===== src/hw/rtl/i2cep_pkg.sv =====
// ----------------------------------------------------------------------------
// I2C EEPROM page master - package
// Sequencer state codes, bus constants and the structs passed between units.
// ----------------------------------------------------------------------------
`timescale 1ns / 1ps
`default_nettype none

package i2cep_pkg;

  // command kinds
  localparam logic [1:0] OP_NONE      = 2'd0;
  localparam logic [1:0] OP_READ      = 2'd1;
  localparam logic [1:0] OP_WRITE     = 2'd2;
  localparam logic [1:0] OP_BUS_RESET = 2'd3;

  // configuration register indexes
  localparam logic [1:0] CFG_IDX_HALF_PHASE = 2'd0;
  localparam logic [1:0] CFG_IDX_WRITE_WAIT = 2'd1;
  localparam logic [1:0] CFG_IDX_PAGE_SIZE  = 2'd2;

  localparam logic [19:0] WRITE_WAIT_RESET = 20'd1250;

  // device byte
  localparam logic [7:0]  DEV_BASE    = 8'hA0;
  localparam logic [13:0] BANK_LIMIT  = 14'h1FF;
  localparam logic [7:0]  BANK_BIT    = 8'h08;
  localparam logic [7:0]  SLAVE_MASK  = 8'h06;
  localparam logic [7:0]  BYTE_MSB    = 8'h80;

  // byte positions in the header
  localparam logic [7:0] BYTE_ADDR_HI = 8'd1;
  localparam logic [7:0] BYTE_ADDR_LO = 8'd2;
  localparam logic [7:0] HDR_BYTES    = 8'd3;

  localparam logic [3:0] BITS_PER_BYTE  = 4'd8;
  localparam logic [3:0] RESET_PULSES   = 4'd9;
  localparam logic [7:0] SHORT_PAGE_LEN = 8'd32;

  typedef enum logic [23:0] {
    ST_IDLE       = 24'h000001,
    ST_START_A    = 24'h000002,
    ST_START_B    = 24'h000004,
    ST_START_C    = 24'h000008,
    ST_START_D    = 24'h000010,
    ST_TX_DATA    = 24'h000020,
    ST_TX_HIGH    = 24'h000040,
    ST_TX_ACKREL  = 24'h000080,
    ST_TX_ACKHIGH = 24'h000100,
    ST_TX_ACKEND  = 24'h000200,
    ST_WDATA      = 24'h000400,
    ST_WAIT       = 24'h000800,
    ST_RX_REL     = 24'h001000,
    ST_RX_HIGH    = 24'h002000,
    ST_RX_LOW     = 24'h004000,
    ST_RX_ACK     = 24'h008000,
    ST_RX_ACKHIGH = 24'h010000,
    ST_STOP_A     = 24'h020000,
    ST_STOP_B     = 24'h040000,
    ST_STOP_C     = 24'h080000,
    ST_RST_A      = 24'h100000,
    ST_RST_B      = 24'h200000,
    ST_RST_C      = 24'h400000,
    ST_RST_D      = 24'h800000
  } seq_state_e;

  typedef struct packed {
    logic [15:0] half_phase_ticks;
    logic [19:0] write_wait_ticks;
    logic        page_size_sel;
  } cfg_t;

  typedef struct packed {
    logic [1:0]  operation;
    logic [13:0] page;
    logic [1:0]  slave_addr;
    logic        wdata_valid;
    logic [7:0]  wdata;
    logic        scl_in;
    logic        sda_in;
  } tick_in_t;

  typedef struct packed {
    logic       scl_low;
    logic       sda_low;
    logic       busy_res;
    logic       wdata_req;
    logic       rdata_valid;
    logic [7:0] rdata;
    logic       rdata_last;
    logic       done_res;
  } tick_res_t;

endpackage

`default_nettype wire


===== src/hw/rtl/i2cep_cfg_regs.sv =====
// ----------------------------------------------------------------------------
// I2C EEPROM page master - configuration registers
// Timing and page size registers behind a valid/ready write port.
// ----------------------------------------------------------------------------
`timescale 1ns / 1ps
`default_nettype none

module i2cep_cfg_regs (
  input  wire logic          clk_i,
  input  wire logic          rst_ni,
  input  wire logic          cfg_valid_i,
  output logic               cfg_ready_o,
  input  wire logic [1:0]    cfg_index_i,
  input  wire logic [19:0]   cfg_data_i,
  output i2cep_pkg::cfg_t    cfg_o
);
  import i2cep_pkg::*;

  logic [15:0] half_q;
  logic [19:0] wait_q;
  logic        sel_q;
  logic        wr_en;

  assign cfg_ready_o = 1'b1;
  assign wr_en       = cfg_valid_i & cfg_ready_o;

  always_ff @(posedge clk_i or negedge rst_ni) begin
    if (!rst_ni) begin
      half_q <= '0;
      wait_q <= WRITE_WAIT_RESET;
      sel_q  <= 1'b1;
    end else if (wr_en) begin
      case (cfg_index_i)
        CFG_IDX_HALF_PHASE: half_q <= cfg_data_i[15:0];
        CFG_IDX_WRITE_WAIT: wait_q <= cfg_data_i;
        CFG_IDX_PAGE_SIZE:  sel_q  <= cfg_data_i[0];
        default: ;  // no register there
      endcase
    end
  end

  assign cfg_o = '{half_phase_ticks: half_q, write_wait_ticks: wait_q, page_size_sel: sel_q};

endmodule

`default_nettype wire


===== src/hw/rtl/i2cep_seq.sv =====
// ----------------------------------------------------------------------------
// I2C EEPROM page master - bit sequencer
// Holds the bus sequencer state and advances it by one tick per step.
// ----------------------------------------------------------------------------
`timescale 1ns / 1ps
`default_nettype none

module i2cep_seq #(
  parameter int unsigned MAX_PAGE_BYTES = 128
) (
  input  wire logic                clk_i,
  input  wire logic                rst_ni,
  input  wire logic                step_i,
  input  i2cep_pkg::tick_in_t      tick_i,
  input  i2cep_pkg::cfg_t          cfg_i,
  output i2cep_pkg::tick_res_t     res_o
);
  import i2cep_pkg::*;

  localparam int unsigned LongLen = (MAX_PAGE_BYTES < 128) ? MAX_PAGE_BYTES : 128;
  localparam logic [7:0]  LONG_PAGE_LEN = 8'(LongLen);

  seq_state_e  state_q, state_d;
  logic [19:0] tick_q, tick_d;
  logic [1:0]  line_q, line_d;    // bit 0 SCL low, bit 1 SDA low
  logic [3:0]  bit_q, bit_d;
  logic [7:0]  byte_q, byte_d;
  logic [7:0]  shift_q, shift_d;
  logic [13:0] page_q, page_d;
  logic [1:0]  slave_q, slave_d;
  logic [1:0]  kind_q, kind_d;

  seq_state_e go_st;
  logic       go_enter, go_scl, go_sda;
  logic       tx_load;
  logic [7:0] tx_byte;
  logic       rx_valid, rx_last, done;
  logic [7:0] rx_byte;

  logic [7:0] page_len;
  logic [7:0] byte_inc;
  logic [3:0] bit_inc;
  logic [7:0] shift_tx;
  logic [7:0] dev_byte;
  logic [7:0] addr_hi, addr_lo;
  logic       sda_now;

  assign page_len = cfg_i.page_size_sel ? LONG_PAGE_LEN : SHORT_PAGE_LEN;
  assign byte_inc = byte_q + 8'd1;
  assign bit_inc  = bit_q + 4'd1;
  assign shift_tx = {shift_q[6:0], 1'b0};
  assign sda_now  = line_q[1];
  assign addr_hi  = cfg_i.page_size_sel ? page_q[8:1] : page_q[10:3];
  assign addr_lo  = cfg_i.page_size_sel ? {page_q[0], 7'd0} : {page_q[2:0], 5'd0};

  always_comb begin
    dev_byte = DEV_BASE | ((page_q > BANK_LIMIT) ? BANK_BIT : 8'd0)
             | ({5'd0, slave_q, 1'b0} & SLAVE_MASK);
    if (kind_q == OP_READ && byte_q == HDR_BYTES) begin
      dev_byte[0] = 1'b1;
    end
  end

  always_comb begin
    state_d  = state_q;
    tick_d   = tick_q;
    line_d   = line_q;
    bit_d    = bit_q;
    byte_d   = byte_q;
    shift_d  = shift_q;
    page_d   = page_q;
    slave_d  = slave_q;
    kind_d   = kind_q;
    go_enter = 1'b0;
    go_st    = state_q;
    go_scl   = 1'b0;
    go_sda   = 1'b0;
    tx_load  = 1'b0;
    tx_byte  = '0;
    rx_valid = 1'b0;
    rx_byte  = '0;
    rx_last  = 1'b0;
    done     = 1'b0;

    if (step_i) begin
      case (state_q)
        ST_IDLE: begin
          if (tick_i.operation != OP_NONE) begin
            kind_d   = tick_i.operation;
            page_d   = tick_i.page;
            slave_d  = tick_i.slave_addr;
            bit_d    = '0;
            byte_d   = '0;
            shift_d  = '0;
            go_enter = 1'b1;
            if (tick_i.operation == OP_BUS_RESET) begin
              go_st  = ST_RST_A;
              go_scl = line_q[0];
              go_sda = 1'b1;
            end else begin
              go_st  = ST_START_A;
              go_sda = sda_now;
            end
          end
        end
        ST_WDATA: begin
          if (tick_i.wdata_valid) begin
            tx_load = 1'b1;
            tx_byte = tick_i.wdata;
          end
        end
        ST_WAIT: begin
          if (tick_q < cfg_i.write_wait_ticks) begin
            tick_d = tick_q + 20'd1;
          end else if (kind_q == OP_READ) begin
            go_enter = 1'b1;
            go_st    = ST_START_A;
            go_sda   = sda_now;
          end else begin
            go_enter = 1'b1;
            go_st    = ST_IDLE;
            done     = 1'b1;
          end
        end
        default: begin
          if (tick_q < {4'd0, cfg_i.half_phase_ticks}) begin
            tick_d = tick_q + 20'd1;
          end else if (!line_q[0] && !tick_i.scl_in) begin
            // slave holds SCL low
          end else begin
            go_enter = 1'b1;
            case (state_q)
              ST_START_A: go_st = ST_START_B;
              ST_START_B: begin
                go_st  = ST_START_C;
                go_sda = 1'b1;
              end
              ST_START_C: begin
                go_st  = ST_START_D;
                go_scl = 1'b1;
                go_sda = 1'b1;
              end
              ST_START_D: begin
                tx_load = 1'b1;
                tx_byte = dev_byte;
              end
              ST_TX_DATA: begin
                go_st  = ST_TX_HIGH;
                go_sda = sda_now;
              end
              ST_TX_HIGH: begin
                shift_d = shift_tx;
                bit_d   = bit_inc;
                go_scl  = 1'b1;
                if (bit_inc >= BITS_PER_BYTE) begin
                  go_st = ST_TX_ACKREL;
                end else begin
                  go_st  = ST_TX_DATA;
                  go_sda = ~shift_tx[7];
                end
              end
              ST_TX_ACKREL: go_st = ST_TX_ACKHIGH;
              ST_TX_ACKHIGH: begin
                go_st  = ST_TX_ACKEND;
                go_scl = 1'b1;
                go_sda = 1'b1;
              end
              ST_TX_ACKEND: begin
                byte_d = byte_inc;
                go_scl = 1'b1;
                if (byte_inc == BYTE_ADDR_HI) begin
                  tx_load = 1'b1;
                  tx_byte = addr_hi;
                end else if (byte_inc == BYTE_ADDR_LO) begin
                  tx_load = 1'b1;
                  tx_byte = addr_lo;
                end else if (kind_q == OP_READ) begin
                  if (byte_inc == HDR_BYTES) begin
                    go_st  = ST_WAIT;
                    go_sda = 1'b1;
                  end else begin
                    // repeated START done: start reading the page
                    byte_d = '0;
                    bit_d  = '0;
                    go_st  = ST_RX_REL;
                  end
                end else if ({1'b0, byte_inc} < {1'b0, HDR_BYTES} + {1'b0, page_len}) begin
                  go_st  = ST_WDATA;
                  go_sda = 1'b1;
                end else begin
                  go_st  = ST_STOP_A;
                  go_sda = 1'b1;
                end
              end
              ST_RX_REL: go_st = ST_RX_HIGH;
              ST_RX_HIGH: begin
                shift_d = {shift_q[6:0], tick_i.sda_in};
                bit_d   = bit_inc;
                go_st   = ST_RX_LOW;
                go_scl  = 1'b1;
              end
              ST_RX_LOW: begin
                if (bit_q >= BITS_PER_BYTE) begin
                  rx_last  = ({1'b0, byte_q} + 9'd1) >= {1'b0, page_len};
                  rx_valid = 1'b1;
                  rx_byte  = shift_q;
                  go_st    = ST_RX_ACK;
                  go_scl   = 1'b1;
                  go_sda   = ~rx_last;   // ACK, or NACK on the last byte
                end else begin
                  go_st = ST_RX_HIGH;
                end
              end
              ST_RX_ACK: begin
                go_st  = ST_RX_ACKHIGH;
                go_sda = sda_now;
              end
              ST_RX_ACKHIGH: begin
                byte_d = byte_inc;
                go_scl = 1'b1;
                if (byte_inc >= page_len) begin
                  go_st  = ST_STOP_A;
                  go_sda = 1'b1;
                end else begin
                  bit_d = '0;
                  go_st = ST_RX_REL;
                end
              end
              ST_STOP_A: begin
                go_st  = ST_STOP_B;
                go_sda = 1'b1;
              end
              ST_STOP_B: go_st = ST_STOP_C;
              ST_STOP_C: begin
                if (kind_q == OP_WRITE) begin
                  go_st = ST_WAIT;
                end else begin
                  go_st = ST_IDLE;
                  done  = 1'b1;
                end
              end
              ST_RST_A: begin
                go_st  = ST_RST_B;
                go_scl = 1'b1;
                go_sda = 1'b1;
              end
              ST_RST_B: begin
                go_st  = ST_RST_C;
                go_scl = 1'b1;
              end
              ST_RST_C: go_st = ST_RST_D;
              ST_RST_D: begin
                bit_d = bit_inc;
                if (bit_inc >= RESET_PULSES) begin
                  go_st = ST_IDLE;
                  done  = 1'b1;
                end else begin
                  go_st  = ST_RST_A;
                  go_sda = 1'b1;
                end
              end
              default: begin
                go_st = ST_IDLE;
                done  = 1'b1;
              end
            endcase
          end
        end
      endcase
    end

    if (tx_load) begin
      shift_d  = tx_byte;
      bit_d    = '0;
      go_enter = 1'b1;
      go_st    = ST_TX_DATA;
      go_scl   = 1'b1;
      go_sda   = ~(|(tx_byte & BYTE_MSB));
    end

    if (go_enter) begin
      state_d = go_st;
      tick_d  = '0;
      line_d  = {go_sda, go_scl};
    end
  end

  always_ff @(posedge clk_i or negedge rst_ni) begin
    if (!rst_ni) begin
      state_q <= ST_IDLE;
      tick_q  <= '0;
      line_q  <= '0;
      bit_q   <= '0;
      byte_q  <= '0;
      shift_q <= '0;
      page_q  <= '0;
      slave_q <= '0;
      kind_q  <= '0;
    end else begin
      state_q <= state_d;
      tick_q  <= tick_d;
      line_q  <= line_d;
      bit_q   <= bit_d;
      byte_q  <= byte_d;
      shift_q <= shift_d;
      page_q  <= page_d;
      slave_q <= slave_d;
      kind_q  <= kind_d;
    end
  end

  assign res_o = '{
    scl_low:     line_d[0],
    sda_low:     line_d[1],
    busy_res:    (state_d != ST_IDLE),
    wdata_req:   (state_d == ST_WDATA),
    rdata_valid: rx_valid,
    rdata:       rx_byte,
    rdata_last:  rx_last,
    done_res:    done
  };

endmodule

`default_nettype wire


===== src/hw/rtl/i2c_eeprom_page_master.sv =====
// ----------------------------------------------------------------------------
// I2C EEPROM page master - top level
// Each accepted transaction is one tick of an open-drain I2C master that reads
// or writes one page of a serial EEPROM, or clocks nine pulses to free a hung
// bus; every tick yields exactly one result transaction with the line drives,
// status and any read byte. One tick is taken per clock unless an output stall
// holds the input side: the input register feeds the combinational sequencer
// step, whose outcome lands in the output register, so a result passes the input
// register and then the output register, and the sequencer state loop closes
// through its own state register. An output stall holds the input side only once
// both registers are full. The bus timing is counted in ticks, not clocks: each
// bus step lasts half_phase_ticks+1 ticks (longer while the slave stretches SCL),
// the wait after a write STOP or a read address lasts write_wait_ticks+1 ticks.
// ----------------------------------------------------------------------------
`timescale 1ns / 1ps
`default_nettype none

module i2c_eeprom_page_master #(
  parameter int unsigned MAX_PAGE_BYTES = 128
) (
  input  wire logic        clk_i,
  input  wire logic        rst_ni,
  // tick channel
  input  wire logic        in_valid_i,
  output logic             in_stall_o,
  input  wire logic [1:0]  operation_i,
  input  wire logic [13:0] page_i,
  input  wire logic [1:0]  slave_addr_i,
  input  wire logic        wdata_valid_i,
  input  wire logic [7:0]  wdata_i,
  input  wire logic        scl_in_i,
  input  wire logic        sda_in_i,
  // result channel
  output logic             out_valid_o,
  input  wire logic        out_stall_i,
  output logic             scl_low_o,
  output logic             sda_low_o,
  output logic             busy_res_o,
  output logic             wdata_req_o,
  output logic             rdata_valid_o,
  output logic [7:0]       rdata_o,
  output logic             rdata_last_o,
  output logic             done_res_o,
  // configuration writes
  input  wire logic        cfg_valid_i,
  output logic             cfg_ready_o,
  input  wire logic [1:0]  cfg_index_i,
  input  wire logic [19:0] cfg_data_i
);
  import i2cep_pkg::*;

  cfg_t      cfg;
  tick_in_t  in_q;
  logic      in_valid_q;
  tick_res_t step_res;
  tick_res_t res_q;
  logic      out_valid_q;
  logic      in_accept;
  logic      step;

  assign step       = in_valid_q & (~out_valid_q | ~out_stall_i);
  assign in_stall_o = in_valid_q & ~step;
  assign in_accept  = in_valid_i & ~in_stall_o;

  i2cep_cfg_regs u_cfg (
    .clk_i       (clk_i),
    .rst_ni      (rst_ni),
    .cfg_valid_i (cfg_valid_i),
    .cfg_ready_o (cfg_ready_o),
    .cfg_index_i (cfg_index_i),
    .cfg_data_i  (cfg_data_i),
    .cfg_o       (cfg)
  );

  i2cep_seq #(
    .MAX_PAGE_BYTES (MAX_PAGE_BYTES)
  ) u_seq (
    .clk_i  (clk_i),
    .rst_ni (rst_ni),
    .step_i (step),
    .tick_i (in_q),
    .cfg_i  (cfg),
    .res_o  (step_res)
  );

  always_ff @(posedge clk_i or negedge rst_ni) begin
    if (!rst_ni) begin
      in_valid_q  <= 1'b0;
      out_valid_q <= 1'b0;
    end else begin
      if (in_accept) begin
        in_valid_q <= 1'b1;
      end else if (step) begin
        in_valid_q <= 1'b0;
      end
      if (step) begin
        out_valid_q <= 1'b1;
      end else if (!out_stall_i) begin
        out_valid_q <= 1'b0;
      end
    end
  end

  always_ff @(posedge clk_i) begin
    if (in_accept) begin
      in_q <= '{operation: operation_i, page: page_i, slave_addr: slave_addr_i,
                wdata_valid: wdata_valid_i, wdata: wdata_i,
                scl_in: scl_in_i, sda_in: sda_in_i};
    end
    if (step) begin
      res_q <= step_res;
    end
  end

  assign out_valid_o   = out_valid_q;
  assign scl_low_o     = res_q.scl_low;
  assign sda_low_o     = res_q.sda_low;
  assign busy_res_o    = res_q.busy_res;
  assign wdata_req_o   = res_q.wdata_req;
  assign rdata_valid_o = res_q.rdata_valid;
  assign rdata_o       = res_q.rdata;
  assign rdata_last_o  = res_q.rdata_last;
  assign done_res_o    = res_q.done_res;

endmodule

`default_nettype wire


===== config.mk =====
export PLATFORM = sky130hd
export DESIGN_NAME = i2c_eeprom_page_master
export DESIGN_NICKNAME = d
export VERILOG_FILES = /design/src/hw/rtl/i2cep_pkg.sv /design/src/hw/rtl/i2cep_cfg_regs.sv /design/src/hw/rtl/i2cep_seq.sv /design/src/hw/rtl/i2c_eeprom_page_master.sv
export SDC_FILE = /design/constraint.sdc
export NUM_CORES = 1
export LEC_CHECK = 0
export ABC_AREA = 1
export BUFFER_PORTS_ARGS = -buffer_cell sky130_fd_sc_hd__buf_4
export CORE_MARGIN = 2
export CORE_UTILIZATION = 35
export CTS_BUF_LIST = sky130_fd_sc_hd__clkbuf_4 sky130_fd_sc_hd__clkbuf_8
export CTS_CLUSTER_DIAMETER = 100
export DETAILED_ROUTE_END_ITERATION = 10
export HOLD_SLACK_MARGIN = 0.06
export PLACE_DENSITY = 0.53
export SLEW_MARGIN = 40
export SYNTH_ARGS = -nofsm -noshare
export SYNTH_HDL_FRONTEND = slang
export SYNTH_SLANG_ARGS = --single-unit
export TNS_END_PERCENT = 20

===== constraint.sdc =====
create_clock -name clk_i -period 2.4 [get_ports clk_i]
set_clock_uncertainty 0.1 [all_clocks]
set_input_delay 0.48 -clock clk_i [delete_from_list [all_inputs] [get_ports clk_i]]
set_output_delay 0.48 -clock clk_i [all_outputs]
set_load 0.05 [all_outputs]

; ---- After elaboration in Yosys (flattened, before gate mapping)
; Index checks and enable logic that the tools add are counted.
[totals]
reg_bits = 167
in_bits = 56
output_inout_bits = 18
elab_cells = 260
[classes]
addsub = 5
order_cmp = 9
n_eq_ne = 50
muxes = 121
bitwise = 15
reduce_logical = 31
[op_table]
columns = operator, n
row1 = one-hot mux 24 bit (21 select lines), 1
row2 = 2-to-1 mux 24 bit, 10
row3 = 2-to-1 mux 8 bit, 21
row4 = one-hot mux 8 bit (2 select lines), 6
row5 = 2-to-1 mux 20 bit, 4
row6 = one-hot mux 24 bit (3 select lines), 1
row7 = equality test 24 x 11 -> 1 bit (second input constant), 2
row8 = 2-to-1 mux 1 bit, 46
row9 = 2-to-1 mux 4 bit, 11
row10 = 2-to-1 mux 21 bit, 2
row11 = one-hot mux 20 bit (2 select lines), 1
row12 = 2-to-1 mux 18 bit, 2
row13 = equality test 24 x 1 -> 1 bit (second input constant), 1
row14 = equality test 24 x 10 -> 1 bit (second input constant), 1
row15 = equality test 24 x 12 -> 1 bit (second input constant), 1
row16 = equality test 24 x 13 -> 1 bit (second input constant), 1
row17 = equality test 24 x 14 -> 1 bit (second input constant), 1
row18 = equality test 24 x 15 -> 1 bit (second input constant), 1
row19 = equality test 24 x 16 -> 1 bit (second input constant), 1
row20 = equality test 24 x 17 -> 1 bit (second input constant), 1
row21 = equality test 24 x 18 -> 1 bit (second input constant), 1
row22 = equality test 24 x 19 -> 1 bit (second input constant), 1
row23 = equality test 24 x 2 -> 1 bit (second input constant), 1
row24 = equality test 24 x 20 -> 1 bit (second input constant), 1
row25 = other kinds (66), 112

; ---- Longest topological paths before layout
; Gate-level depths: netlist of run 1.
[depth]
word_depth = 15
depth_mapped = 23
depth_no_buf = 22

; ---- Hierarchy
; Synthesis of run 1 repeated with hierarchy kept, for this count alone.
[unflattened]
cells_unflattened = 1362
hier_area_um2 = 10691.5
[modules_own_cells]
columns = mod, n_inst, cells_per_inst, area_per_inst_um2, seq_area_each_um2
row1 = i2cep_seq, 1, 1137, 7704.9, 2103.3
row2 = i2cep_cfg_regs, 1, 169, 1570.3, 933.4
row3 = i2c_eeprom_page_master, 1, 56, 1416.4, 1371.3

; ---- Worst setup path after synthesis of run 1
; OpenSTA, ideal clock, no wires.
[synth_timing]
path_kind = register to register
startpoint = register out_valid_q, in the netlist out_valid_o
endpoint = register res_q (netlist bit busy_res_o) (data pin)
arrival_ps = 2339
required_time_ps = 2033
path_slack_ps = -306
path_stages_with_launch = 10
path_cell_list = dfrtp_1 nand2_1 inv_1 nor2_1 clkbuf_1 nand3_1 nand2_1 nand2_1 nor2_1 nand4_1
[synth_lines]
columns = item, line_no
row1 = "start, declared", i2c_eeprom_page_master.sv:57  ; logic out_valid_q;
row2 = "start signal, assigned", i2c_eeprom_page_master.sv:89  ; out_valid_q <= 1'b0;
row3 = "start signal, assigned", i2c_eeprom_page_master.sv:97  ; out_valid_q <= 1'b1;
row4 = "start signal, assigned", i2c_eeprom_page_master.sv:99  ; out_valid_q <= 1'b0;
row5 = "end signal, assigned", i2c_eeprom_page_master.sv:111  ; res_q <= step_res;
row6 = "end, declared", i2c_eeprom_page_master.sv:56  ; tick_res_t res_q;

==> flow_metrics.env, run 1 <==
export IMPL_status="finished, violations left"
export IMPL_violations="negative setup slack"
export IMPL_grt_pass1_wl_um=56100
export IMPL_critPathLaunchType="register"
export IMPL_worst_slack_ps=-539
export IMPL_top_layer_used="met4"
export IMPL_fin_crit_ps=2940
export IMPL_holdWs_ps=120
export IMPL_pre_cts_ws_ps=-674
export IMPL_ys_async_sr_fraction=0.737
export IMPL_internal_power_mw=6.70
export IMPL_p_switching_mw=3.95
export IMPL_path_max_fanout=8
export IMPL_p_leak_nw=7.94
export IMPL_ir_drop_mv=0.537
export IMPL_ys_warn_count=0
export IMPL_routed_via_count=11000
export IMPL_crit_type="reg2reg"
export IMPL_hold_viol=0
export IMPL_die_area_um2=32800
export IMPL_start_util=0.357
export IMPL_clk_latency_ps=510
export IMPL_synthFlopType="dfrtp_1"
export IMPL_core_area_um2=30700
export IMPL_syn_cell_area_um2=11000
export IMPL_worst_slew_pin_slew_ps=529
export IMPL_syn_nets=1579
export IMPL_slew_violations=0
export IMPL_swShare=0.371
export IMPL_cp_data_required_time_ps=2560
export IMPL_wl_met2_um=17000
export IMPL_synthCells=1477
export IMPL_io_pins=74
export IMPL_cts_buffer_depth=2
export IMPL_rsz0062_at_grt="true"
export IMPL_num_fill_cells=3056
export IMPL_grt_pass1_vias=10700
export IMPL_synth_cell_types=56
export IMPL_detail_route_first_pass_iterations=5
export IMPL_wl_per_cell_um=15.4
export IMPL_clkPwrFrac=0.232
export IMPL_slowest_stage="dfrtp_1"
export IMPL_vias_per_cell=4.78
export IMPL_utilization=0.520
export IMPL_worstHoldPathCells=3
export IMPL_gp_congestion=0.909
export IMPL_wl_met3_um=1140
export IMPL_grt_max_degree=47
export IMPL_ant_nets=0
export IMPL_hold_path_class="in2reg"
export IMPL_syn_area_per_cell_um2=7.43
export IMPL_root_buffer="clkbuf_8"
export IMPL_end_kind="register"
export IMPL_reg2reg_depth=19
export IMPL_layout_nets=2001
export IMPL_p_seq_frac=0.338
export IMPL_cts_sinks=167
export IMPL_antenna_found_initial=0
export IMPL_drive_gt1_frac=0.354
export IMPL_maxCapViolCount=0
export IMPL_h_tree_depth=4
export IMPL_route_detailed_drc=0
export IMPL_slew_headroom=0.643
export IMPL_port_buffers=72
export IMPL_drt_iter0_markers=650
export IMPL_critPathMaxStageDelay_ps=410
export IMPL_syn_to_final_growth_pct=45.7
export IMPL_die_y_um=181
export IMPL_grt_usage=0.219
export IMPL_clkTransAtPathRegs_ps=110
export IMPL_row_count=64
export IMPL_place_hpwl_um=27100
export IMPL_fp_dieW_um=181
export IMPL_max_freq_mhz=340
export IMPL_synth_seq_cells=167
export IMPL_synth_edff_count=44
export IMPL_p_per_area_nw_per_um2=666
export IMPL_crit_arrival_ps=3100
export IMPL_routed_wl_um=35500
export IMPL_diodes=0
export IMPL_comb_power_share=0.430
export IMPL_cts_made_buffers=17
export IMPL_crit_path_cell_trace="ha_1, nand2_2, nor2_4, nand4_1, nor2_1, nand2_2, nand3_4, clkinvlp_4, buf_6, nand2_2, nand2_1, nand2_1, nand2_2, nand2_2, nand2_2, nand3b_1, nor2_4, nand2_1, nor2_2"
export IMPL_grt_overflow_total=0
export IMPL_finalSetupViolCount=74
export IMPL_drt_met1_wl_um=16900
export IMPL_ys_seq_area_frac=0.402
export IMPL_critical_path_most_common_cell="nand2_2"
export IMPL_power_mw=10.7
export IMPL_cts_tree="built"
export IMPL_post_route_period_util=1.22
-- layout make-up --
cell class / count / area (um2) / share of cell area
Sequential cell: 167 / 4410 / 0.276
Timing Repair Buffer: 437 / 3590 / 0.224
Tap cell: 396 / 495 / 0.0310
Clock buffer: 17 / 234 / 0.0146
Multi-Input combinational cell: 1042 / 6120 / 0.383
Inverter: 234 / 901 / 0.0563
Clock inverter: 15 / 236 / 0.0148
-- logic make-up after synthesis --
family,after synthesis,synth area share
xor+xnor,9,0.00787
flops,167,0.402
fa+ha+maj,46,0.0524
other cells,1,0.000342
buf+inv,270,0.0992
compound gates,213,0.110
simple gates,771,0.329
-- routing by layer --
metal	vias to the layer above	track usage
met5	-	0
met4	0	0.0524
met3	28	0.0331
met2	203	0.366
met1	5161	0.299
li1	5647	-
-- state kept, by name, indices dropped and copies added (netlist names) --
signal	cells
scl_low_o	1
u_seq.page_q	14
wdata_req_o	1
in_q	29
u_seq.line_q	2
in_valid_q	1
u_cfg.half_q	16
u_cfg.wait_q	20
u_seq.byte_q	8
rdata_o	8
rdata_last_o	1
u_seq.tick_q	20
rdata_valid_o	1
out_valid_o	1
u_seq.state_q	24
u_seq.shift_q	8
u_seq.slave_q	2
busy_res_o	1
u_cfg.sel_q	1
u_seq.bit_q	4
done_res_o	1
u_seq.kind_q	2
sda_low_o	1
-- power groups by stage --
stage | combinational [mW] | clock, mW | sequential, mW
floorplan | 1.79 | 0 | 3.81
global route | 5.02 | 2.65 | 3.66
CTS | 4.32 | 2.55 | 3.60
finish | 4.58 | 2.47 | 3.61
detailed placement | 3.92 | 0 | 3.65
global placement | 3.89 | 0 | 3.65
-- cell usage after synthesis, types with 9 or more instances --
master,count,area [um2]
inv_1,214,803
inv_2,16,60.1
nand2_1,402,1510
nand3_2,9,90.1
edfxtp_1,44,1320
a21oi_1,45,225
nand4_1,39,244
dfrtp_1,116,2900
nor2_4,10,113
o21ai_1,17,85.1
nand2_2,21,131
clkbuf_1,23,86.3
ha_1,46,576
nor2_1,123,462
nand2_4,9,101
o211ai_1,13,97.6
nand3_1,96,480
nor2_2,10,62.6
nor3_1,30,150
o21ai_0,105,526
-- repair_timing --
| action | in CTS | in global routing |
|---|---|---|
| pin swaps | 30 | 43 |
| buffers inserted | 21 | 17 |
| hold buffers | 31 | 0 |
| resized for setup | 73 | 104 |
| hold endpoints to repair | 72 | 0 |
| gates cloned | 3 | 0 |
| setup endpoints to repair | 81 | 90 |
-- path summary, 6_finish.rpt --
check	startpoint	to	slack, ps
worst max-delay path	u_seq.tick_q[9]	wdata_req_o	-540
worst min-delay path	cfg_data_i[10]	u_cfg.wait_q[10]	120
worst max register to register	u_seq.tick_q[9]	wdata_req_o	-540
worst min register to register	in_q[25]	u_seq.page_q[12]	350
max in group asynchronous	rst_ni	u_cfg.wait_q[1]	1110
min in group asynchronous	rst_ni	u_seq.state_q[20]	400
-- metrics by stage --
| step | area (um2) | setup TNS (ps) | instances |
|---|---|---|---|
| 2_1_floorplan | 11000 | -1130 | 1477 |
| 3_3_place_gp | 14200 | -24250 | 2209 |
| 3_5_place_dp | 14200 | -25440 | 2209 |
| 4_1_cts | 15500 | -18450 | 2296 |
| 5_1_grt | 16000 | -30620 | 2308 |
| 6_report | 16000 | -21050 | 2308 |
-- worst max-delay path: cells and delay by family (launching register included) --
kind          cells  cell delay [ps]
simple gates     16             1510
flops             1              410
buf+inv           2              350
fa+ha+maj         1              310
-- placed cells by master (no fill, tap or decap), types with 32 or more instances in the layout --
master,n
o21ai_0,88
dfrtp_1,114
a21oi_1,32
nand3_1,88
nand4_1,39
buf_4,375
ha_1,37
edfxtp_1,44
nand2_2,51
nand2_1,365
nor2_1,101
inv_1,202
Note: power is estimated with default switching activity, not from simulation.
==> run 2: changes to the inputs <==
- PLACE_DENSITY: 0.53 -> 0.51
- clock period: 2.4 -> 3.17 ns (I/O delays scaled with it)
==> run 2 against run 1 <==
The flow now finishes without violations. Maximum frequency shrank 1.0%. Non-clock buffer count shrank 315. Global-route usage shrank 2.2 points. Core utilization shrank 11 points. Sequential power shrank 22%. Register-to-register slack gained 740 ps. Sequential share of layout area grew 7.2 points. Worst setup slack gained 740 ps. Count of clock-buffer cells in the layout grew 5. First-iteration DRC count grew 24%. Critical endpoint is now busy_res_o. Highest routed layer unchanged.
==> flow_metrics.env, run 2 (synthesized netlist as in run 1, its figures left out) <==
export IMPL_status="finished clean"
export IMPL_die_area_um2=32800
export IMPL_hold_path_class="in2reg"
export IMPL_routed_via_count=9913
export IMPL_maxCapViolCount=0
export IMPL_die_y_um=181
export IMPL_syn_to_final_growth_pct=15.4
export IMPL_ant_nets=0
export IMPL_p_leak_nw=6.22
export IMPL_cts_made_buffers=17
export IMPL_vias_per_cell=4.98
export IMPL_mostFrequentLayoutCells="nand2_1 (400), inv_1 (214), nor2_1 (121)"
export IMPL_comb_power_share=0.328
export IMPL_num_fill_cells=3267
export IMPL_slew_headroom=0.442
export IMPL_critPathLaunchType="register"
export IMPL_h_tree_depth=4
export IMPL_largest_register_ffs=29
export IMPL_drt_iter0_markers=805
export IMPL_detail_route_first_pass_iterations=5
export IMPL_crit_arrival_ps=3110
export IMPL_route_detailed_drc=0
export IMPL_core_area_um2=30700
export IMPL_grt_pass1_vias=9302
export IMPL_grt_usage=0.197
export IMPL_reg_top3="in_q (29), u_seq.state_q (24)"
export IMPL_routed_wl_um=31700
export IMPL_tns_ps=0
export IMPL_io_pins=74
export IMPL_fin_crit_ps=2970
export IMPL_p_per_area_nw_per_um2=516
export IMPL_crit_family="simple AND/OR/NAND/NOR gates"
export IMPL_worst_slew_pin_slew_ps=831
export IMPL_cp_data_required_time_ps=3310
export IMPL_slowest_stage="dfrtp_1"
export IMPL_swShare=0.390
export IMPL_critical_path_most_common_cell="nand2_1"
export IMPL_diodes=0
export IMPL_clkPwrFrac=0.241
export IMPL_grt_overflow_total=0
export IMPL_regArea_um2=4410
export IMPL_clkTransAtPathRegs_ps=90
export IMPL_row_count=64
export IMPL_p_seq_frac=0.431
export IMPL_hold_viol=0
export IMPL_layout_nets=1684
export IMPL_path_max_fanout=7
export IMPL_grt_max_degree=53
export IMPL_fin_area_um2=12700
export IMPL_cts_sinks=167
export IMPL_port_buffers=72
export IMPL_place_hpwl_um=24600
export IMPL_wl_per_cell_um=15.9
export IMPL_cts_buffer_depth=2
export IMPL_cts_tree="built"
export IMPL_slew_violations=0
export IMPL_finalSetupViolCount=0
export IMPL_ir_drop_mv=0.388
export IMPL_grt_pass1_wl_um=50400
export IMPL_clk_latency_ps=490
export IMPL_rsz0062_at_grt="false"
export IMPL_p_switching_mw=2.55
export IMPL_post_route_period_util=0.937
export IMPL_root_buffer="clkbuf_8"
export IMPL_start_util=0.357
export IMPL_regMostFlops="in_q"
export IMPL_critPathMaxStageDelay_ps=470
export IMPL_place_area_um2=12200
export IMPL_max_freq_mhz=337
export IMPL_multi_input_area_um2=5510
export IMPL_final_common_cell="nand2_1"
export IMPL_gp_congestion=0.905
export IMPL_fp_dieW_um=181
export IMPL_crit_type="reg2reg"
export IMPL_end_kind="register"
export IMPL_critPathBufInv=0
export IMPL_antenna_found_initial=0
export IMPL_drive_gt1_frac=0.167
export IMPL_crit_path_cell_trace="ha_1, xnor2_2, nand3_1, nor2_2, o211ai_1, nand2_1, nand3_1, nand2_1, nand3_1, nand2_1, nand2_1, nor2_1, nand4_1"
export IMPL_internal_power_mw=3.99
## run 2: power by group through the flow
stage | Clock, mW | Combinational, mW | Sequential, mW
after floorplan | 0 | 1.32 | 2.88
final | 1.57 | 2.15 | 2.82
after global placement | 0 | 2.12 | 2.85
after CTS | 1.64 | 2.13 | 2.82
after global routing | 1.73 | 2.42 | 2.86
after detailed placement | 0 | 2.12 | 2.86
## run 2: cell type report
cell class / instances / area share
multi-input combinational: 1040 / 0.435
inverter: 234 / 0.0701
sequential: 167 / 0.348
clock buffer: 22 / 0.0214
timing repair buffer: 122 / 0.0767
tap: 396 / 0.0391
clock inverter: 10 / 0.00968
## run 2: metal layers
metal  part of all wire  global-route usage  vias up
met1               0.48               0.277     4611
met3              0.049              0.0347       38
met5                  0                   0        -
li1                   -                   -     5004
met4              0.018              0.0563        0
met2               0.46               0.311      260
## run 2: stage by stage
stage                     hold slack (ps)  cells  setup WS, ps   util  power [mW]
after floorplan                       238   1477           464      -        4.20
after global placement                332   1954           198  0.397        4.97
after detailed placement              339   1954           167  0.397        4.98
after CTS                             175   1987           135  0.410        6.59
after global routing                  168   1991          23.5  0.412        7.01
final                                 214   1991           199  0.412        6.54
## run 2: worst paths after layout
| kind | from | to | slack (ps) | cells after the start |
|---|---|---|---|---|
| setup / recovery | u_seq.byte_q[1] | busy_res_o | 200 | 13 |
| hold / removal | page_i[5] | in_q[18] | 210 | 1 |
| setup reg to reg | u_seq.byte_q[1] | busy_res_o | 200 | 13 |
| hold reg to reg | in_q[26] | u_seq.page_q[13] | 350 | 2 |
| max in group asynchronous | rst_ni | u_cfg.wait_q[1] | 1610 | 3 |
| min in group asynchronous | rst_ni | u_seq.state_q[20] | 560 | 2 |
## run 2: timing repair
action | in CTS | in global routing
setup buffers | 0 | 4
hold endpoints to repair | 44 | 0
hold buffers | 1 | 0
resized for setup | 0 | 7
setup endpoints to repair | 0 | 39
==> run 3: changes to the inputs <==
- GPL_TIMING_DRIVEN: unset -> 1
- clock period: 3.17 -> 3.2 ns (I/O delays scaled with it)
==> run 3 against run 2 <==
Worst setup slack better by 45 ps. Sequential power is 1% lower. Clock power is 6% higher. Largest power group unchanged. Count of clock-buffer cells in the layout is 5 lower. Non-clock buffer count is 1 higher. Critical path depth is 4 higher.
==> flow_metrics.env, run 3 (synthesized netlist as in run 1, its figures left out) <==
export IMPL_routed_via_count=9844
export IMPL_worst_slew_pin_slew_ps=667
export IMPL_die_area_um2=32800
export IMPL_io_pins=74
export IMPL_cts_made_buffers=17
export IMPL_largest_register_ffs=29
export IMPL_vias_per_cell=4.94
export IMPL_root_buffer="clkbuf_8"
export IMPL_fp_dieW_um=181
export IMPL_routed_wl_um=31900
export IMPL_utilization=0.413
export IMPL_p_leak_nw=6.24
export IMPL_power_mw=6.58
export IMPL_grt_max_degree=50
export IMPL_drt_iter0_markers=725
export IMPL_cts_tree="built"
export IMPL_layout_nets=1685
export IMPL_regToRegStartpoint="u_seq.state_q[23]"
export IMPL_route_detailed_drc=0
export IMPL_post_route_period_util=0.924
export IMPL_regArea_um2=4410
export IMPL_grt_usage=0.200
export IMPL_holdWs_ps=228
export IMPL_clkTransAtPathRegs_ps=110
export IMPL_regMostFlops="in_q"
export IMPL_syn_to_final_growth_pct=15.8
export IMPL_gp_congestion=0.939
export IMPL_start_util=0.357
export IMPL_max_freq_mhz=338
export IMPL_antenna_found_initial=0
export IMPL_hp_start="operation_i[0]"
export IMPL_worst_slack_ps=244
export IMPL_end_kind="register"
export IMPL_wl_per_cell_um=16.0
export IMPL_cts_buffer_depth=2
export IMPL_drive_gt1_frac=0.169
export IMPL_cp_data_required_time_ps=3470
export IMPL_status="finished clean"
export IMPL_hold_viol=0
export IMPL_cts_sinks=167
export IMPL_core_area_um2=30700
export IMPL_fin_crit_ps=2960
export IMPL_p_per_area_nw_per_um2=518
export IMPL_diodes=0
export IMPL_dp_cells=1952
export IMPL_critPathLaunchType="register"
export IMPL_die_y_um=181
export IMPL_place_area_um2=12200
export IMPL_h_tree_depth=4
export IMPL_rrSetupSlack_ps=240
export IMPL_num_fill_cells=3251
export IMPL_crit_arrival_ps=3220
export IMPL_ant_nets=0
export IMPL_pre_cts_ws_ps=45.7
export IMPL_crit_type="reg2reg"
export IMPL_final_common_cell="nand2_1"
export IMPL_grt_pass1_wl_um=51500
export IMPL_slew_violations=0
export IMPL_finalSetupViolCount=0
export IMPL_detail_route_first_pass_iterations=6
export IMPL_multi_input_area_um2=5530
export IMPL_row_count=64
export IMPL_ir_drop_mv=0.270
export IMPL_port_buffers=72
export IMPL_final_cells=1992
export IMPL_slew_headroom=0.552
export IMPL_grt_overflow_total=0
export IMPL_fin_area_um2=12700
export IMPL_critPathLaunch="u_seq.state_q[23]"
export IMPL_reg_top3="in_q (29), u_seq.state_q (24)"
export IMPL_place_hpwl_um=24800
export IMPL_tns_ps=0
export IMPL_mostFrequentLayoutCells="nand2_1 (400), inv_1 (214), nor2_1 (120)"
export IMPL_grt_pass1_vias=9531
export IMPL_hold_path_class="in2reg"
export IMPL_path_max_fanout=19
export IMPL_maxCapViolCount=0
export IMPL_clk_latency_ps=490
==> run 3: changes by cell type in the layout (fill, tap and decap cells not counted), sizes merged <==
cell	change
inv	+6
clkbuf	-5
clkinv	-3
clkinvlp	+2
buf	+1
==> run 3: worst max-delay path, cell delays in order, from the launching register on <==
cell and delay (ps):
dfrtp_1 470, nor2_4 190, nand2_4 90, nor2_4 140, buf_4 150, nand2_1 50, nor2_1 260, nand2_2 270
nand2_4 170, nand2_4 60, nand2_4 60, nand3_4 110, nand2_8 130, inv_6 90, nand2_8 150, nand2_1 100
o21ai_0 170, a21oi_1 60
==> run 3: area by class of cell <==
cell class,count,share of cell area
Clock buffer,17,0.0184
Clock inverter,15,0.0144
Inverter,234,0.0699
Multi-Input combinational cell,1040,0.435
Sequential cell,167,0.347
Tap cell,396,0.0390
Timing Repair Buffer,123,0.0757
==> run 3: per-layer routing <==
layer | track usage | vias up | routed length (um)
met3 | 0.0320 | 41 | 1350
met1 | 0.281 | 4594 | 15400
met2 | 0.316 | 219 | 14500
li1 | - | 4990 | -
met5 | 0 | - | 0
met4 | 0.0611 | 0 | 703
==> run 3: final timing paths <==
path,endpoint,cells past startpoint
min reg2reg,u_seq.page_q[13],2
max in group asynchronous,u_cfg.wait_q[10],3
min,in_q[27],1
max reg2reg,u_seq.tick_q[11],17
min in group asynchronous,u_seq.state_q[7],2
max,u_seq.tick_q[11],17
==> run 3: what timing repair did <==
item / CTS / global route
hold buffers: 1 / 0
endpoints found under the setup margin: 0 / 40
resized for setup: 0 / 13
setup buffers: 0 / 7
endpoints found under the hold margin: 44 / 0
==> run 3: power by group <==
part / total [mW] / switching, mW / leakage (nW) / internal (mW)
clock: 1.67 / 0.938 / 0.203 / 0.730
sequential: 2.78 / 0.268 / 1.97 / 2.51
combinational: 2.14 / 1.43 / 4.06 / 0.709
total: 6.58 / 2.64 / 6.24 / 3.95
